[src/rtl/sha_pkg.sv]
`default_nettype none
// ----------------------------------------------------------------------------
// SHA-256 package
// Shared types, constants and round functions of the SHA-256 hash core.
// ----------------------------------------------------------------------------
package sha_pkg;

    localparam int unsigned WordW     = 32;
    localparam int unsigned CountW    = 61;
    localparam int unsigned QueueDepth = 4;

    localparam logic [31:0] PadWord = 32'h8000_0000;

    // Kinds of words that the front hands to the back.
    typedef enum logic [1:0] {
        KIND_DATA = 2'd0,
        KIND_LEN  = 2'd1,
        KIND_LAST = 2'd2
    } t_kind;

    // One queue entry: a finished block word and what it means.
    typedef struct packed {
        logic [31:0] word;
        t_kind       kind;
    } t_qword;

    localparam logic [31:0] InitHash [8] = '{
        32'h6a09e667, 32'hbb67ae85, 32'h3c6ef372, 32'ha54ff53a,
        32'h510e527f, 32'h9b05688c, 32'h1f83d9ab, 32'h5be0cd19
    };

    localparam logic [31:0] RoundK [64] = '{
        32'h428a2f98, 32'h71374491, 32'hb5c0fbcf, 32'he9b5dba5,
        32'h3956c25b, 32'h59f111f1, 32'h923f82a4, 32'hab1c5ed5,
        32'hd807aa98, 32'h12835b01, 32'h243185be, 32'h550c7dc3,
        32'h72be5d74, 32'h80deb1fe, 32'h9bdc06a7, 32'hc19bf174,
        32'he49b69c1, 32'hefbe4786, 32'h0fc19dc6, 32'h240ca1cc,
        32'h2de92c6f, 32'h4a7484aa, 32'h5cb0a9dc, 32'h76f988da,
        32'h983e5152, 32'ha831c66d, 32'hb00327c8, 32'hbf597fc7,
        32'hc6e00bf3, 32'hd5a79147, 32'h06ca6351, 32'h14292967,
        32'h27b70a85, 32'h2e1b2138, 32'h4d2c6dfc, 32'h53380d13,
        32'h650a7354, 32'h766a0abb, 32'h81c2c92e, 32'h92722c85,
        32'ha2bfe8a1, 32'ha81a664b, 32'hc24b8b70, 32'hc76c51a3,
        32'hd192e819, 32'hd6990624, 32'hf40e3585, 32'h106aa070,
        32'h19a4c116, 32'h1e376c08, 32'h2748774c, 32'h34b0bcb5,
        32'h391c0cb3, 32'h4ed8aa4a, 32'h5b9cca4f, 32'h682e6ff3,
        32'h748f82ee, 32'h78a5636f, 32'h84c87814, 32'h8cc70208,
        32'h90befffa, 32'ha4506ceb, 32'hbef9a3f7, 32'hc67178f2
    };

    function automatic logic [31:0] rotr(input logic [31:0] v, input int unsigned n);
        rotr = (v >> n) | (v << (32 - n));
    endfunction

    function automatic logic [31:0] sig0(input logic [31:0] x);
        sig0 = rotr(x, 7) ^ rotr(x, 18) ^ (x >> 3);
    endfunction

    function automatic logic [31:0] sig1(input logic [31:0] x);
        sig1 = rotr(x, 17) ^ rotr(x, 19) ^ (x >> 10);
    endfunction

    function automatic logic [31:0] bsig0(input logic [31:0] x);
        bsig0 = rotr(x, 2) ^ rotr(x, 13) ^ rotr(x, 22);
    endfunction

    function automatic logic [31:0] bsig1(input logic [31:0] x);
        bsig1 = rotr(x, 6) ^ rotr(x, 11) ^ rotr(x, 25);
    endfunction

endpackage
`default_nettype wire

[src/rtl/sha_if.sv]
`default_nettype none
// ----------------------------------------------------------------------------
// SHA-256 stream interfaces
// Valid/ready channels for message words and digest words.
// ----------------------------------------------------------------------------
interface sha_in_if;
    logic        valid;
    logic        ready;
    logic [31:0] data_word;
    logic [2:0]  valid_bytes;
    logic        end_of_message;

    modport source (output valid, data_word, valid_bytes, end_of_message, input ready);
    modport sink   (input valid, data_word, valid_bytes, end_of_message, output ready);
endinterface

interface sha_out_if;
    logic        valid;
    logic        ready;
    logic [31:0] digest_word;
    logic [2:0]  word_index;
    logic        last_word;

    modport source (output valid, digest_word, word_index, last_word, input ready);
    modport sink   (input valid, digest_word, word_index, last_word, output ready);
endinterface
`default_nettype wire

[src/rtl/sha256_hash_core.sv]
`default_nettype none
// ----------------------------------------------------------------------------
// SHA-256 hash core
// Streams message words in, hashes them and streams the digest out.
// ----------------------------------------------------------------------------
// Usage:
//   in_ch carries one message word per beat, first byte in bits 31..24.
//   valid_bytes counts the bytes of the word that belong to the message; only
//   the beat with end_of_message set may hold fewer than four.
//   out_ch delivers eight digest beats, word_index 0 to 7, last_word on the
//   eighth, after each beat that ends a message.
//   A front end counts bytes and emits padded block words into a four-entry
//   queue; the engine shifts sixteen words in, then runs 64 rounds at one per
//   cycle and then the chain update. It takes no words while it runs the
//   rounds, so the round loop sets the sustained rate. Padding fills the last
//   block and adds one more block when the length words do not fit in it.
//   The first digest beat follows the chain update of the block that holds
//   the length words; the other seven beats follow one per cycle when the
//   receiver is ready.
//   Reset clears counters and loads the initial hash; no clearing pass.
//   A stall on out_ch holds the digest beat and backs up the queue and input.
// ----------------------------------------------------------------------------
module sha256_hash_core #(
    parameter int unsigned QDepth = sha_pkg::QueueDepth
) (
    input  wire logic   i_clk,
    input  wire logic   i_rst_n,
    sha_in_if.sink      in_ch,
    sha_out_if.source   out_ch
);
    import sha_pkg::*;

    t_qword  f_word, q_word;
    logic    f_valid, q_ready, q_valid, q_pop;

    sha_front u_front (
        .i_clk(i_clk), .i_rst_n(i_rst_n), .in_ch(in_ch),
        .o_word(f_word), .o_word_valid(f_valid), .i_word_ready(q_ready)
    );

    sha_queue #(.Depth(QDepth)) u_queue (
        .i_clk(i_clk), .i_rst_n(i_rst_n),
        .i_word(f_word), .i_push(f_valid), .o_ready(q_ready),
        .o_word(q_word), .o_valid(q_valid), .i_pop(q_pop)
    );

    sha_engine u_engine (
        .i_clk(i_clk), .i_rst_n(i_rst_n),
        .i_word(q_word), .i_word_valid(q_valid), .o_word_pop(q_pop),
        .out_ch(out_ch)
    );

endmodule
`default_nettype wire

[src/rtl/sha_front.sv]
`default_nettype none
// ----------------------------------------------------------------------------
// SHA-256 front end
// Accepts message beats, counts bytes and emits padded block words.
// ----------------------------------------------------------------------------
module sha_front (
    input  wire logic          i_clk,
    input  wire logic          i_rst_n,
    sha_in_if.sink             in_ch,
    output sha_pkg::t_qword    o_word,
    output logic               o_word_valid,
    input  wire logic          i_word_ready
);
    import sha_pkg::*;

    typedef enum logic [2:0] {
        S_TAKE = 3'b001,
        S_PAD  = 3'b010,
        S_LEN  = 3'b100
    } t_state;

    t_state              r_state, n_state;
    logic [CountW-1:0]   r_bytes, n_bytes;
    logic [3:0]          r_slot, n_slot;
    logic                r_lenlo, n_lenlo;
    logic [2:0]          nb;
    logic [31:0]         keep, padded;
    logic [63:0]         bits;

    assign nb = (in_ch.valid_bytes > 3'd4) ? 3'd4 : in_ch.valid_bytes;
    assign bits = {r_bytes, 3'b000};

    // Mask off bytes past the count and place the pad byte right after them.
    always_comb begin
        case (nb)
            3'd0: begin keep = 32'h0000_0000; padded = 32'h8000_0000; end
            3'd1: begin keep = 32'hff00_0000; padded = 32'h0080_0000; end
            3'd2: begin keep = 32'hffff_0000; padded = 32'h0000_8000; end
            3'd3: begin keep = 32'hffff_ff00; padded = 32'h0000_0080; end
            default: begin keep = 32'hffff_ffff; padded = 32'h0000_0000; end
        endcase
    end

    // Word generator: one word per queue beat.
    always_comb begin
        n_state = r_state;
        n_bytes = r_bytes;
        n_slot = r_slot;
        n_lenlo = r_lenlo;
        in_ch.ready = 1'b0;
        o_word_valid = 1'b0;
        o_word = '{word: 32'h0, kind: KIND_DATA};
        case (r_state)
            S_TAKE: begin
                in_ch.ready = i_word_ready;
                o_word_valid = in_ch.valid;
                if (!in_ch.end_of_message) begin
                    o_word.word = in_ch.data_word;
                end else begin
                    o_word.word = (in_ch.data_word & keep) | padded;
                end
                if (in_ch.valid && i_word_ready) begin
                    n_slot = r_slot + 4'd1;
                    if (!in_ch.end_of_message) begin
                        n_bytes = r_bytes + CountW'(4);
                    end else begin
                        n_bytes = r_bytes + CountW'(nb);
                        if (nb == 3'd4) begin
                            n_state = S_PAD;
                        end else if (r_slot == 4'd13) begin
                            n_state = S_LEN;
                            n_lenlo = 1'b0;
                        end else begin
                            n_state = S_PAD;
                        end
                    end
                end
            end
            S_PAD: begin
                o_word_valid = 1'b1;
                o_word.word = r_lenlo ? 32'h0 : PadWord;
                if (i_word_ready) begin
                    n_slot = r_slot + 4'd1;
                    n_lenlo = 1'b1;
                    if (r_slot == 4'd13) begin
                        n_state = S_LEN;
                        n_lenlo = 1'b0;
                    end
                end
            end
            S_LEN: begin
                o_word_valid = 1'b1;
                o_word.word = r_lenlo ? bits[31:0] : bits[63:32];
                o_word.kind = r_lenlo ? KIND_LAST : KIND_LEN;
                if (i_word_ready) begin
                    n_slot = r_slot + 4'd1;
                    n_lenlo = 1'b1;
                    if (r_lenlo) begin
                        n_state = S_TAKE;
                        n_bytes = '0;
                        n_slot = 4'd0;
                    end
                end
            end
            default: n_state = S_TAKE;
        endcase
    end

    always_ff @(posedge i_clk) begin
        if (!i_rst_n) begin
            r_state <= S_TAKE;
            r_bytes <= '0;
            r_slot <= 4'd0;
            r_lenlo <= 1'b0;
        end else begin
            r_state <= n_state;
            r_bytes <= n_bytes;
            r_slot <= n_slot;
            // The pad state starts with the pad word only when a full word ended.
            if (r_state == S_TAKE && n_state == S_PAD) begin
                r_lenlo <= (nb != 3'd4);
            end else begin
                r_lenlo <= n_lenlo;
            end
        end
    end

`ifndef SYNTHESIS
    // The length words always land in slots 14 and 15.
    a_len_slot: assert property (@(posedge i_clk) disable iff (!i_rst_n)
        (r_state == S_LEN) |-> (r_slot == 4'd14 || r_slot == 4'd15))
        else $error("length word out of place");
    // Input is never taken while padding is in progress.
    a_no_take: assert property (@(posedge i_clk) disable iff (!i_rst_n)
        (r_state != S_TAKE) |-> !in_ch.ready)
        else $error("input taken during padding");
    // The last word closes the message and clears the count.
    a_clear: assert property (@(posedge i_clk) disable iff (!i_rst_n)
        (r_state == S_LEN && r_lenlo && i_word_ready) |=> (r_bytes == '0 && r_slot == 4'd0))
        else $error("count not cleared");
`endif

endmodule
`default_nettype wire

[src/rtl/sha_queue.sv]
`default_nettype none
// ----------------------------------------------------------------------------
// SHA-256 word queue
// Short FIFO between the front end and the compression engine.
// ----------------------------------------------------------------------------
module sha_queue #(
    parameter int unsigned Depth = sha_pkg::QueueDepth
) (
    input  wire logic          i_clk,
    input  wire logic          i_rst_n,
    input  sha_pkg::t_qword    i_word,
    input  wire logic          i_push,
    output logic               o_ready,
    output sha_pkg::t_qword    o_word,
    output logic               o_valid,
    input  wire logic          i_pop
);
    import sha_pkg::*;

    localparam int unsigned AW = (Depth > 1) ? $clog2(Depth) : 1;

    t_qword          r_mem [Depth];
    logic [AW-1:0]   r_wp, r_rp;
    logic [AW:0]     r_cnt;
    logic            do_push, do_pop;

    assign o_ready = (r_cnt != (AW+1)'(Depth));
    assign o_valid = (r_cnt != '0);
    assign o_word = r_mem[r_rp];
    assign do_push = i_push && o_ready;
    assign do_pop = i_pop && o_valid;

    // Storage.
    always_ff @(posedge i_clk) begin
        if (do_push) begin
            r_mem[r_wp] <= i_word;
        end
    end

    // Pointers and fill count.
    always_ff @(posedge i_clk) begin
        if (!i_rst_n) begin
            r_wp <= '0;
            r_rp <= '0;
            r_cnt <= '0;
        end else begin
            if (do_push) begin
                r_wp <= (r_wp == AW'(Depth - 1)) ? '0 : r_wp + AW'(1);
            end
            if (do_pop) begin
                r_rp <= (r_rp == AW'(Depth - 1)) ? '0 : r_rp + AW'(1);
            end
            r_cnt <= r_cnt + (AW+1)'(do_push) - (AW+1)'(do_pop);
        end
    end

endmodule
`default_nettype wire

[src/rtl/sha_engine.sv]
`default_nettype none
// ----------------------------------------------------------------------------
// SHA-256 compression engine
// Loads block words, runs 64 rounds and emits the digest.
// ----------------------------------------------------------------------------
module sha_engine (
    input  wire logic          i_clk,
    input  wire logic          i_rst_n,
    input  sha_pkg::t_qword    i_word,
    input  wire logic          i_word_valid,
    output logic               o_word_pop,
    sha_out_if.source          out_ch
);
    import sha_pkg::*;

    typedef enum logic [3:0] {
        E_LOAD  = 4'b0001,
        E_ROUND = 4'b0010,
        E_ADD   = 4'b0100,
        E_OUT   = 4'b1000
    } t_estate;

    t_estate       r_state;
    logic [31:0]   r_w [16];
    logic [31:0]   r_h [8];
    logic [31:0]   r_v [8];
    logic [3:0]    r_slot;
    logic [5:0]    r_rnd;
    logic          r_final;
    logic [2:0]    r_oidx;
    logic [31:0]   w_new, t1, t2, w_cur;

    assign o_word_pop = (r_state == E_LOAD) && i_word_valid;
    assign w_cur = r_w[0];
    assign w_new = sig1(r_w[14]) + r_w[9] + sig0(r_w[1]) + r_w[0];
    assign t1 = r_v[7] + bsig1(r_v[4]) + ((r_v[4] & r_v[5]) ^ (~r_v[4] & r_v[6]))
              + RoundK[r_rnd] + w_cur;
    assign t2 = bsig0(r_v[0]) + ((r_v[0] & r_v[1]) ^ (r_v[0] & r_v[2]) ^ (r_v[1] & r_v[2]));

    assign out_ch.valid = (r_state == E_OUT);
    assign out_ch.digest_word = r_h[r_oidx];
    assign out_ch.word_index = r_oidx;
    assign out_ch.last_word = (r_oidx == 3'd7);

    // Message schedule: a sixteen-word shift line.
    always_ff @(posedge i_clk) begin
        if (o_word_pop) begin
            for (int i = 0; i < 15; i++) r_w[i] <= r_w[i+1];
            r_w[15] <= i_word.word;
        end else if (r_state == E_ROUND) begin
            for (int i = 0; i < 15; i++) r_w[i] <= r_w[i+1];
            r_w[15] <= w_new;
        end
    end

    // Round variables.
    always_ff @(posedge i_clk) begin
        if (r_state == E_LOAD && o_word_pop && r_slot == 4'd15) begin
            for (int i = 0; i < 8; i++) r_v[i] <= r_h[i];
        end else if (r_state == E_ROUND) begin
            r_v[0] <= t1 + t2;
            r_v[1] <= r_v[0];
            r_v[2] <= r_v[1];
            r_v[3] <= r_v[2];
            r_v[4] <= r_v[3] + t1;
            r_v[5] <= r_v[4];
            r_v[6] <= r_v[5];
            r_v[7] <= r_v[6];
        end
    end

    // Control and chain value.
    always_ff @(posedge i_clk) begin
        if (!i_rst_n) begin
            r_state <= E_LOAD;
            r_slot <= 4'd0;
            r_rnd <= 6'd0;
            r_final <= 1'b0;
            r_oidx <= 3'd0;
            for (int i = 0; i < 8; i++) r_h[i] <= InitHash[i];
        end else begin
            case (r_state)
                E_LOAD: begin
                    if (o_word_pop) begin
                        r_slot <= r_slot + 4'd1;
                        if (r_slot == 4'd15) begin
                            r_state <= E_ROUND;
                            r_rnd <= 6'd0;
                            r_final <= (i_word.kind == KIND_LAST);
                        end
                    end
                end
                E_ROUND: begin
                    r_rnd <= r_rnd + 6'd1;
                    if (r_rnd == 6'd63) r_state <= E_ADD;
                end
                E_ADD: begin
                    for (int i = 0; i < 8; i++) r_h[i] <= r_h[i] + r_v[i];
                    r_oidx <= 3'd0;
                    r_state <= r_final ? E_OUT : E_LOAD;
                end
                E_OUT: begin
                    if (out_ch.ready) begin
                        r_oidx <= r_oidx + 3'd1;
                        if (r_oidx == 3'd7) begin
                            r_state <= E_LOAD;
                            for (int i = 0; i < 8; i++) r_h[i] <= InitHash[i];
                        end
                    end
                end
                default: r_state <= E_LOAD;
            endcase
        end
    end

`ifndef SYNTHESIS
    // Words are taken only while loading.
    a_pop_load: assert property (@(posedge i_clk) disable iff (!i_rst_n)
        o_word_pop |-> (r_state == E_LOAD))
        else $error("word popped outside load");
    // A round run always lasts into the chain update.
    a_round_end: assert property (@(posedge i_clk) disable iff (!i_rst_n)
        (r_state == E_ROUND && r_rnd == 6'd63) |=> (r_state == E_ADD))
        else $error("round count broken");
    // The final digest beat restores the initial hash.
    a_reinit: assert property (@(posedge i_clk) disable iff (!i_rst_n)
        (r_state == E_OUT && out_ch.ready && r_oidx == 3'd7) |=> (r_h[0] == InitHash[0]))
        else $error("chain not reinitialized");
`endif

endmodule
`default_nettype wire
[src/flat_wrapper.sv]
// flat-port wrapper written by rule: the top's interface ports become plain ports
module sha256_hash_core_flat import sha_pkg::*;
#(
    parameter int unsigned QDepth = sha_pkg::QueueDepth
)
  (i_clk, i_rst_n, in_ch_valid, in_ch_data_word, in_ch_valid_bytes, in_ch_end_of_message, in_ch_ready, out_ch_valid, out_ch_digest_word, out_ch_word_index, out_ch_last_word, out_ch_ready);
  sha_in_if in_ch_i ();
  sha_out_if out_ch_i ();
  input  wire logic i_clk;
  input  wire logic i_rst_n;
  input wire logic [$bits(in_ch_i.valid)-1:0] in_ch_valid;
  input wire logic [$bits(in_ch_i.data_word)-1:0] in_ch_data_word;
  input wire logic [$bits(in_ch_i.valid_bytes)-1:0] in_ch_valid_bytes;
  input wire logic [$bits(in_ch_i.end_of_message)-1:0] in_ch_end_of_message;
  output wire logic [$bits(in_ch_i.ready)-1:0] in_ch_ready;
  output wire logic [$bits(out_ch_i.valid)-1:0] out_ch_valid;
  output wire logic [$bits(out_ch_i.digest_word)-1:0] out_ch_digest_word;
  output wire logic [$bits(out_ch_i.word_index)-1:0] out_ch_word_index;
  output wire logic [$bits(out_ch_i.last_word)-1:0] out_ch_last_word;
  input wire logic [$bits(out_ch_i.ready)-1:0] out_ch_ready;
  assign in_ch_i.valid = in_ch_valid;
  assign in_ch_i.data_word = in_ch_data_word;
  assign in_ch_i.valid_bytes = in_ch_valid_bytes;
  assign in_ch_i.end_of_message = in_ch_end_of_message;
  assign in_ch_ready = in_ch_i.ready;
  assign out_ch_valid = out_ch_i.valid;
  assign out_ch_digest_word = out_ch_i.digest_word;
  assign out_ch_word_index = out_ch_i.word_index;
  assign out_ch_last_word = out_ch_i.last_word;
  assign out_ch_i.ready = out_ch_ready;
  sha256_hash_core #(.QDepth(QDepth)) u_core (.i_clk(i_clk), .i_rst_n(i_rst_n), .in_ch(in_ch_i), .out_ch(out_ch_i));
endmodule
[config.mk]
export PLATFORM = sky130hd
export DESIGN_NAME = sha256_hash_core_flat
export DESIGN_NICKNAME = d
export VERILOG_FILES = /design/src/rtl/sha_pkg.sv /design/src/rtl/sha_if.sv /design/src/rtl/sha256_hash_core.sv /design/src/rtl/sha_front.sv /design/src/rtl/sha_queue.sv /design/src/rtl/sha_engine.sv /design/src/flat_wrapper.sv
export SDC_FILE = /design/constraint.sdc
export NUM_CORES = 2
export LEC_CHECK = 0
export ABC_CLOCK_PERIOD_IN_PS = 16500
export BUFFER_PORTS_ARGS = -buffer_cell sky130_fd_sc_hd__buf_2
export CORE_MARGIN = 2
export CORE_UTILIZATION = 35
export CTS_BUF_LIST = sky130_fd_sc_hd__clkbuf_8
export CTS_CLUSTER_DIAMETER = 60
export DETAILED_ROUTE_END_ITERATION = 16
export PLACE_DENSITY_LB_ADDON = 0.3
export SYNTH_ARGS = -nofsm -noshare
export SYNTH_HDL_FRONTEND = slang
export SYNTH_SLANG_ARGS = --single-unit
[constraint.sdc]
create_clock -name i_clk -period 16.5 [get_ports i_clk]
set_input_delay 1.65 -clock i_clk [delete_from_list [all_inputs] [get_ports i_clk]]
set_output_delay 1.65 -clock i_clk [all_outputs]
set_load 0.005 [all_outputs]
### Word-level counts from Yosys, hierarchy flattened

Memories as Yosys holds them, arrays and structs flattened. A register that Yosys moved wholly into a read port is not among the register bits.
Cells that the tools add are included.

| storage, ports and cells | value |
|---|---|
| flip-flop bits (word level) | 94 |
| bits in writable memories | 1160 |
| bits in read-only memories | 2048 |
| bits of input ports | 40 |
| output and inout bits | 38 |
| logic and storage cells | 295 |
| memories | 5 |

| operators by class | value |
|---|---|
| $add $sub $neg | 28 |
| magnitude comparators | 2 |
| eq/ne operators | 36 |
| multiplexer cells | 119 |
| bitwise operators | 70 |
| reductions and logical operators | 23 |

Memories:

| name | depth | bits a word | rd ports | clocked after memory_dff | write ports | RTL line | RTL |
|---|---|---|---|---|---|---|---|
| (name not given) | 64 | 32 | 1 | 0 | 0 | sha_engine.sv:37 | `+ RoundK[r_rnd] + w_cur;` |
| u_core.u_engine.r_w | 16 | 32 | 16 | 0 | 16 | sha_engine.sv:24 | `logic [31:0] r_w [16];` |
| u_core.u_engine.r_h | 8 | 32 | 9 | 1 | 8 | sha_engine.sv:25 | `logic [31:0] r_h [8];` |
| u_core.u_engine.r_v | 8 | 32 | 8 | 0 | 8 | sha_engine.sv:26 | `logic [31:0] r_v [8];` |
| u_core.u_queue.r_mem | 4 | 34 | 1 | 1 | 1 | sha_queue.sv:22 | `t_qword r_mem [Depth];` |

Operators by type and width:

| operator | number |
|---|---|
| $mux W32 | 45 |
| $add A32 B32 Y32 | 18 |
| $xor A32 B32 Y32 | 9 |
| $pmux W32 S4 | 2 |
| $mux W61 | 4 |
| $and A32 B32 Y32 | 6 |
| $pmux W61 S2 | 1 |
| $pmux W32 S3 | 1 |
| $add A61 B3 Y61 | 1 |
| $add A61 B3 Y61 const B | 1 |
| $mux W4 | 10 |
| $or A1 B1 Y1 | 40 |
| $mux W3 | 12 |
| $not A32 Y32 | 1 |
| $or A10 B32 Y32 | 1 |
| $or A13 B32 Y32 | 1 |
| $or A14 B32 Y32 | 1 |
| $or A15 B32 Y32 | 1 |
| $or A19 B32 Y32 | 1 |
| $or A21 B32 Y32 | 1 |
| $or A25 B32 Y32 | 1 |
| $or A26 B32 Y32 | 1 |
| $or A30 B32 Y32 | 1 |
| $or A32 B32 Y32 | 1 |
| other kinds (46) | 117 |

### Depth between registers and ports, before layout

| logic depth | value |
|---|---|
| depth after elaboration | 11 |
| depth in mapped cells | 40 |
| depth with buffers taken out | 37 |

### Cells and area by module

A second synthesis with hierarchy kept.

| second synthesis, totals | value |
|---|---|
| cells, all modules | 6816 |
| area total of the unflattened synthesis | 74905.6 µm² |

By module, submodules not included:

| module | instances | cells an instance | area each (µm²) |
|---|---|---|---|
| sha_engine | 1 | 6004 | 64969.8 |
| sha_queue | 1 | 230 | 5383.9 |
| sha_front | 1 | 582 | 4551.9 |

### Worst setup path after synthesis

No wires, ideal clock.

| path | value |
|---|---|
| path kind | flip-flop to flip-flop |
| start | register u_core.u_engine.r_state[0] |
| end | memory u_core.u_engine.r_w[0][0] (enable) |
| data arrival time | 9780 ps |
| required time | 12868 ps |
| setup slack | 3087 ps |
| cell stages (with the launch flop) | 7 |
| clock period less this slack | 13413 ps |
| path through | dfxtp_1 clkbuf_1 nand3b_1 clkbuf_1 clkbuf_1 clkbuf_1 nand2_1 |

RTL lines:

| what | RTL line | RTL |
|---|---|---|
| from (decl) | sha_engine.sv:23 | `t_estate r_state;` |
| from (signal assigned) | sha_engine.sv:100 | `r_state <= r_final ? E_OUT : E_LOAD;` |
| to (decl) | sha_engine.sv:24 |  |

==> impl_results.md <==
- Worst-Margin Slew: 1.17 ns
- Core Box Area: 210,000 sq um
- CP max FO: 24
- Post-CTS Setup Repair Bufs: 0
- Largest net degree at the start of global routing: 197
- Sequential share of the synthesized area: 48.1%
- Initial core utilization: 35.2%
- WP data required: ~17 ns
- Fin crit share: 63.8%
- Synth Cell Area: 73,800 sq um
- Drt total wl: 227,000 microns
- Die Y: 463 microns
- Reg area: 35,600 sq um
- Setup TNS: 0 ns
- Number of CTS-inserted buffers: 220
- Top cell type's share of synthesized area: 42.0%
- Fmax: 95.1 MHz
- Most used cell, CP: fa_1
- Via count: roughly 53,000
- Final Slew Violations: 0
- Fin. Hold Viols: 0
- Syn_area_per_cell: 10.8 sq um
- GRT Total Usage: 20.7%
- Mapped Cells: roughly 6,800
- Critical Path Max Stage Delay: 0.92 ns
- GP Congestion: 0.923
- Met2 usage: 30.6%
- FP Rows: 168
- Global Route met3 Usage: under 10%
- First-pass GRT wire length: 337,000 microns
- Hold Path Class: reg2reg
- Max_cap viols: 0
- Post-synthesis register bit count: 1,259
- Clock Skew: about 0.059 ns
- CP max stage cell: nor2_1
- Worst setup path class: reg2reg
- Main area contributors after synthesis: edfxtp_1, ha_1, dfxtp_1, nand2_1, fa_1
- Most frequent cell after synthesis: nand2_1
- Final net count: between 7,000 and 8,000
- Antenna viol nets, final: 0
- Async SR Flop Fraction: 0%
- Htree depth: 4
- Port buffer count: 77
- Clock Tree Root: clkbuf_8
- GRT busiest layer: met1
- Critical Path Sink Type: register
- RSZ-0062 raised after global routing: no
- Multi-input logic area: 36,300 sq um
- GR Layer Usage met1: 30.7%
- Initial DRC Count: around 5,600
- DR WL/cell: 23.0 microns
- Final HPWL DP: approximately 170,000 microns
- Flop2flop setup slack: 5.98 ns
- CP Data Arrival Time: 11.37 ns
- Post-synthesis cell type count: 100
- Post-cts sizing count: 0
- Warnings, synthesis: 0
- Status: complete, no violations
- Die area: 215,000 sq um
- DR pass1 iterations: 8
- Residual DRC: 0
- Prevailing post-synth register cell: edfxtp_1
- Clk slew on worst S/H paths: 0.07 ns
- Vias in the first global route: 50,868
- Vias per cell: 5.41
- Slew HR: 21.5%
- Area leader, netlist: edfxtp_1
- Total grt overflow: 0
- Post-synth net total: 7,450
- Post-route minimum period: 10.52 ns
- Startpoint Class: register
- Hold_ws: approximately 0.38 ns
- Number of synthesized flops with an enable pin: 1,032
- CTS sink count: 1,259
- Antenna violations before repair: 3
- FILL cells: 20,443
- Fraction of layout cells with a size suffix above 1: 9.38%
- I/O pins: 78
- Worst skew pair latency: 1.03 ns
- Clk buf depth: 3
- Area growth, synth to finish: 10.5%
- Die Wd: 463 microns
- Endpoints failing setup: 0
- Hold_buf cts: 0
- Post-synth top cells: nand2_1, edfxtp_1, a21oi_1, nor2_1, xnor2_1
- CTS tree: built
## final cells by class
class | count | area share, %
multi-input cells | 5006 | 44.5
flip-flops and latches | 1259 | 43.6
well taps | 2805 | 4.30
clock buffers | 241 | 4.07
clock inverters | 168 | 1.25
repair buffers | 146 | 1.15
inverters | 240 | 1.11
diodes | 2 | 0.00613
## stage by stage
step	utilization [%]	cells	instance area (sq um)	worst slack [ns]
4_1_cts	38.9	9865	81600	6.21
6_report	38.9	9867	81600	5.98
3_3_place_gp	36.9	9456	77300	6.33
5_1_grt	38.9	9866	81600	5.67
3_5_place_dp	36.9	9456	77300	6.30
2_1_floorplan	-	6807	73800	3.09
## cell families after synthesis
group,count (synthesis),synth area share [%]
adders and majority gates,633,12.6
DFF,1259,48.1
muxes,198,4.47
buffers and inverters,542,2.78
xor gates and xnor gates,624,7.40
AOI/OAI and AO/OA,1452,12.2
and+or+nand+nor,2099,12.4
## layer usage
layer,part of all wire [%],vias to the layer above,wire [microns]
met5,0.079,-,179
met4,2.8,6,6260
met3,6.6,315,14900
met2,43,1870,98600
met1,47,26536,107000
li1,-,24634,-
## worst max-delay path: cells and delay by family, from the launching register on
kind | cells | cell delay (ns)
compound gates | 14 | 2.99
xor+xnor | 1 | 0.23
flops | 1 | 0.30
fa+ha+maj | 8 | 3.35
simple gates | 10 | 2.76
buf+inv | 5 | 0.75
## registers in the layout (all words and copies together), names as in the netlist, named ones only
register and flops:
u_core.u_queue.r_mem 136, u_core.u_front.r_slot 4, u_core.u_engine.r_w 512, u_core.u_engine.r_rnd 6
u_core.u_engine.r_h 256, u_core.u_engine.out_ch.word_index 3, u_core.u_engine.r_final 1, u_core.u_queue.r_rp 2
u_core.u_front.r_bytes 61, u_core.u_queue.r_wp 2, u_core.u_engine.r_slot 4, u_core.u_queue.r_cnt 3
u_core.u_front.r_state 3, u_core.u_engine.r_state 4, u_core.u_engine.r_v 256, u_core.u_front.r_lenlo 1
## final timing paths
kind                                               from                                     to  depth (start not counted)
setup / recovery  u_core.u_engine.r_rnd[1]$_SDFFE_PN0P_   u_core.u_engine.r_v[0][30]$_DFFE_PP_                         38
hold / removal    u_core.u_engine.r_w[1][185]$_DFFE_PP_  u_core.u_engine.r_w[1][153]$_DFFE_PP_                          0
setup reg to reg  u_core.u_engine.r_rnd[1]$_SDFFE_PN0P_   u_core.u_engine.r_v[0][30]$_DFFE_PP_                         38
hold reg to reg   u_core.u_engine.r_w[1][185]$_DFFE_PP_  u_core.u_engine.r_w[1][153]$_DFFE_PP_                          0
## layout by cell type (no fill, tap or decap), drive strengths merged, types with 43 or more instances in the layout
master / count
clkbuf: 241
xnor2: 429
nand2: 1116
mux4: 100
o21a: 61
nor2: 434
xor2: 195
dfxtp: 227
nand2b: 69
nor3: 84
mux2i: 44
buf: 146
clkinv: 78
a21o: 157
mux2: 54
o211ai: 65
ha: 406
inv: 317
edfxtp: 1032
nor2b: 56
a21oi: 440
a211oi: 52
o21ai: 393
a31oi: 43
fa: 197
nand3: 109
Power is left out: the tool's default activity adds up to more than one toggle a clock period on the data nets, which glitch-free logic cannot reach.
